**src/rtl/ksos_pkg.sv**
```systemverilog
// Package for the k-th smallest order statistic unit.
// Holds widths, operation and status codes and the cell interface types.
// No dependencies.
`timescale 1ns / 1ps
`default_nettype none

package ksos_pkg;

  localparam int unsigned KSOS_CAPACITY = 256;
  localparam int unsigned KSOS_DW       = 32;
  localparam int unsigned KSOS_RANK_W   = 16;
  localparam int unsigned KSOS_MODE_W   = 2;
  localparam int unsigned KSOS_STAT_W   = 2;

  // Stream payload widths, padded to whole bytes.
  localparam int unsigned KSOS_IN_W  = 56;
  localparam int unsigned KSOS_OUT_W = 40;

  typedef enum logic [KSOS_MODE_W-1:0] {
    MODE_CLEAR  = 2'd0,
    MODE_INSERT = 2'd1,
    MODE_QUERY  = 2'd2
  } mode_e;

  typedef enum logic [KSOS_STAT_W-1:0] {
    ST_DONE  = 2'd0,
    ST_DUP   = 2'd1,
    ST_FULL  = 2'd2,
    ST_RANGE = 2'd3
  } status_e;

  // Broadcast control from the top level to every cell.
  typedef struct packed {
    logic clear;
    logic write;
  } cell_ctrl_t;

  // Flags that a cell hands to its right-hand neighbour and to the top level.
  typedef struct packed {
    logic valid;
    logic lt;
    logic eq;
  } cell_flags_t;

endpackage

`default_nettype wire

```
**src/rtl/ksos_cell.sv**
```systemverilog
// One cell of the sorted chain: holds a single value and its occupied flag.
// Depends on ksos_pkg.
`timescale 1ns / 1ps
`default_nettype none

module ksos_cell (
  input  logic                                clk_i,
  input  logic                                rst_ni,
  input  ksos_pkg::cell_ctrl_t                ctrl_i,
  input  logic signed [ksos_pkg::KSOS_DW-1:0] value_i,
  input  logic signed [ksos_pkg::KSOS_DW-1:0] left_value_i,
  input  ksos_pkg::cell_flags_t               left_flags_i,
  output logic signed [ksos_pkg::KSOS_DW-1:0] value_o,
  output ksos_pkg::cell_flags_t               flags_o
);
  import ksos_pkg::*;

  logic                      valid_q, valid_d;
  logic signed [KSOS_DW-1:0] val_q, val_d;
  logic                      lt;

  assign lt = valid_q && (val_q < value_i);

  assign flags_o.valid = valid_q;
  assign flags_o.lt    = lt;
  assign flags_o.eq    = valid_q && (val_q == value_i);
  assign value_o       = val_q;

  // The cells below the insertion point keep their value. The first cell
  // not below takes the new value and every cell after it takes its left
  // neighbour's contents, so the whole tail moves by one place at once.
  always_comb begin
    valid_d = valid_q;
    val_d   = val_q;
    if (ctrl_i.clear) begin
      valid_d = 1'b0;
    end else if (ctrl_i.write && !lt) begin
      if (left_flags_i.lt) begin
        valid_d = 1'b1;
        val_d   = value_i;
      end else begin
        valid_d = left_flags_i.valid;
        val_d   = left_value_i;
      end
    end
  end

  always_ff @(posedge clk_i or negedge rst_ni) begin
    if (!rst_ni) begin
      valid_q <= 1'b0;
    end else begin
      valid_q <= valid_d;
    end
  end

  always_ff @(posedge clk_i) begin
    val_q <= val_d;
  end

endmodule

`default_nettype wire

```
**config.mk**
```make
export PLATFORM = sky130hd
export DESIGN_NAME = ksos_cell
export DESIGN_NICKNAME = d
export VERILOG_FILES = /design/src/rtl/ksos_pkg.sv /design/src/rtl/ksos_cell.sv
export SDC_FILE = /design/constraint.sdc
export NUM_CORES = 1
export LEC_CHECK = 0
export ABC_CLOCK_PERIOD_IN_PS = 4100
export BUFFER_PORTS_ARGS = -buffer_cell sky130_fd_sc_hd__buf_4
export CAP_MARGIN = 15
export CORE_MARGIN = 1
export CORE_UTILIZATION = 42
export CTS_CLUSTER_DIAMETER = 40
export DETAILED_ROUTE_END_ITERATION = 12
export MAX_ROUTING_LAYER = met4
export PLACE_DENSITY = 0.74
export SLEW_MARGIN = 40
export SYNTH_ARGS = -nofsm -noshare
export SYNTH_HDL_FRONTEND = slang
export SYNTH_SLANG_ARGS = --single-unit
```
**constraint.sdc**
```tcl
create_clock -name clk_i -period 4.1 [get_ports clk_i]
set_input_delay 0.205 -clock clk_i [delete_from_list [all_inputs] [get_ports clk_i]]
set_output_delay 0.205 -clock clk_i [all_outputs]
set_load 0.005 [all_outputs]
```
==> reports/metrics.cfg <==
[outcome]
status=completed

[global_routing]
grt_pass1_vias=1797
grt_pass1_wl_um=7520
grt_max_degree=34
antenna_found_initial=0
grt-ovfl-total=0
grt_usage=0.185

[layout]
most-common-layout-cells=buf_4, inv_1, mux2_2, ha_1, edfxtp_1
multi_input_area_mm2=0.00112
diodes=0
drive_gt1_frac=0.493
fillers=450
area_delta_synth_final_pct=43.3
seqCellArea_um2=986
nets=406
layout_commonest_cell=buf_4

[worst_setup_path]
critPathKind=reg -> reg
cp.required_ns=4.07
end_kind=register
worstPathMaxFanout=16
worstPathArrival_ns=2.68
ff2ff_path_depth=8
cp-start-kind=register

[timing]
post-route-period-util=0.660
tns_ns=0
finalHoldViolations=0
rsz0062_at_grt=no
setup_viol=0
worst_slew_pin_slew_ns=0.427
min_period_ns=2.71
finClkSkew_ns=0.00485
max_clock_freq_mhz=369
timing.final.ws_setup_ns=1.39
drv_slew=0
slew_headroom=0.715

[cts]
post-cts-setup-buffers=0
insertion_delay_ns=0.28
cts-buffers-inserted=5
clk_path_buf_depth=2
post_cts_resized=0
root_buffer=clkbuf_8
tritoncts=built
cts_hold_buf=1
htreeDepth=2
cts_sinks=33
clk_pin_slew_ns=0.07

[pwr]
vdd_ir_drop_max_uv=220
power_leakage_nw=1.55
power-per-cell-area_mw_per_mm2=274

[synth]
yosys_warnings=0
synth_nets=298
synth_cells=195
avgSynthCellArea_um2=11.6
syn-cell-area_mm2=0.00225
synth-seq-area-share=0.438
yosys_register_bits=33
synth.distinct_cells=29

[placement]
port_buffers=104
place_ws_ns=1.34
gp_congestion=0.739
dp_hpwl_um=4090

[drt]
drt_first_pass_iters=4
drc=0
viasPerCell=4.82
vias=1802
wl_per_cell_um=13.2
totalWireLength_um=4940
dr.first_iter.drc_count=64
ant_nets=0

[floorplan]
core_region_area_mm2=0.00514
die-width_um=75.2
rows=26
initial_core_util=0.438
die_area_mm2=0.00566
io-pin-count=106
die_h_um=75.2

[hold_path]
min_path_type=in -> reg
worstHoldPathCells=2

[flow_run]
maxCapViolations=0

## worst max-delay path, cell delays in order (launching register included)
cell,delay [ns]
edfxtp_1,0.39
ha_1,0.34
nand4_1,0.18
nor4_1,0.42
a21boi_0,0.24
o311a_1,0.24
o31ai_4,0.10
nor3b_4,0.19
buf_4,0.28
## kinds of logic (layout without fill, tap and decap cells)
family | count (synthesis) | count (layout) | synth area share
DFF | 33 | 33 | 0.438
AOI/OAI and AO/OA | 27 | 27 | 0.0822
adders and majority gates | 32 | 32 | 0.178
and+or+nand+nor | 32 | 32 | 0.0744
muxes | 32 | 32 | 0.160
buffers and inverters | 39 | 148 | 0.0683
## through the flow
| step | area [µm²] | hold slack, ns | util | power, mW | cells |
|---|---|---|---|---|---|
| floorplan | 2260 | -0.0906 | - | 0.517 | 195 |
| global placement | 3120 | -0.0181 | 0.607 | 0.618 | 365 |
| detailed placement | 3120 | -0.0186 | 0.607 | 0.624 | 365 |
| CTS | 3230 | 0.178 | 0.628 | 0.898 | 374 |
| global route | 3230 | 0.188 | 0.628 | 0.935 | 374 |
| finish | 3230 | 0.186 | 0.628 | 0.885 | 374 |
## cell type report
cell class              count  area share
multi-input cells         123       0.348
flip-flops and latches     33       0.305
repair buffers            107       0.250
inverters                  33      0.0384
clock buffers               7      0.0298
well taps                  70      0.0271
clock inverters             1     0.00155
## sequential cells by signal, indices dropped and copies added (netlist names)
name and count:
value_o 32, valid_q 1
## per-layer routing
| metal | track usage | vias to the layer above | part of all wire |
|---|---|---|---|
| met3 | 0.0696 | 6 | 0.078 |
| met5 | - | - | 0 |
| met1 | 0.199 | 804 | 0.41 |
| li1 | - | 924 | - |
| met2 | 0.322 | 68 | 0.50 |
| met4 | 0.0494 | 0 | 0.0097 |
## cells in the mapped netlist (all sizes together)
cell | n | area share
nor3b | 1 | 0.0033
nor4 | 2 | 0.0056
buf | 2 | 0.0067
o211ai | 1 | 0.0033
nand2 | 9 | 0.015
o311a | 1 | 0.0044
nor3 | 1 | 0.0022
a21o | 1 | 0.0033
o21ba | 1 | 0.0044
edfxtp | 32 | 0.43
clkbuf | 4 | 0.0067
o21ai | 4 | 0.0089
nor2b | 1 | 0.0028
o31ai | 1 | 0.0094
a21oi | 14 | 0.033
nand3 | 4 | 0.0089
and4 | 2 | 0.0078
nand4 | 6 | 0.017
ha | 32 | 0.18
a221o | 1 | 0.0044
inv | 33 | 0.055
mux2 | 32 | 0.16
a221oi | 1 | 0.0039
nor2 | 4 | 0.0067
dfrtp | 1 | 0.011
a21boi | 1 | 0.0033
nand2b | 2 | 0.0056
a31o | 1 | 0.0039
## path summary, 6_finish.rpt
check	slack, ns	from	end
setup reg to reg	1.39	value_o[14]$_DFFE_PP_	value_o[24]$_DFFE_PP_
max in group asynchronous	3.76	rst_ni	valid_q$_DFFE_PN0P_
min in group asynchronous	0.26	rst_ni	valid_q$_DFFE_PN0P_
hold reg to reg	0.75	valid_q$_DFFE_PN0P_	valid_q$_DFFE_PN0P_
hold / removal	0.19	ctrl_i[1]	valid_q$_DFFE_PN0P_
setup / recovery	1.39	value_o[14]$_DFFE_PP_	value_o[24]$_DFFE_PP_
## report_power, final
| part | leakage [nW] | internal (mW) | switching (mW) | total [mW] |
|---|---|---|---|---|
| clock | 0.0542 | 0.152 | 0.119 | 0.271 |
| combinational | 1.19 | 0.122 | 0.0850 | 0.207 |
| sequential | 0.311 | 0.396 | 0.0109 | 0.407 |
| total | 1.55 | 0.670 | 0.215 | 0.885 |
No activity file was read; power rests on OpenSTA's default activity.
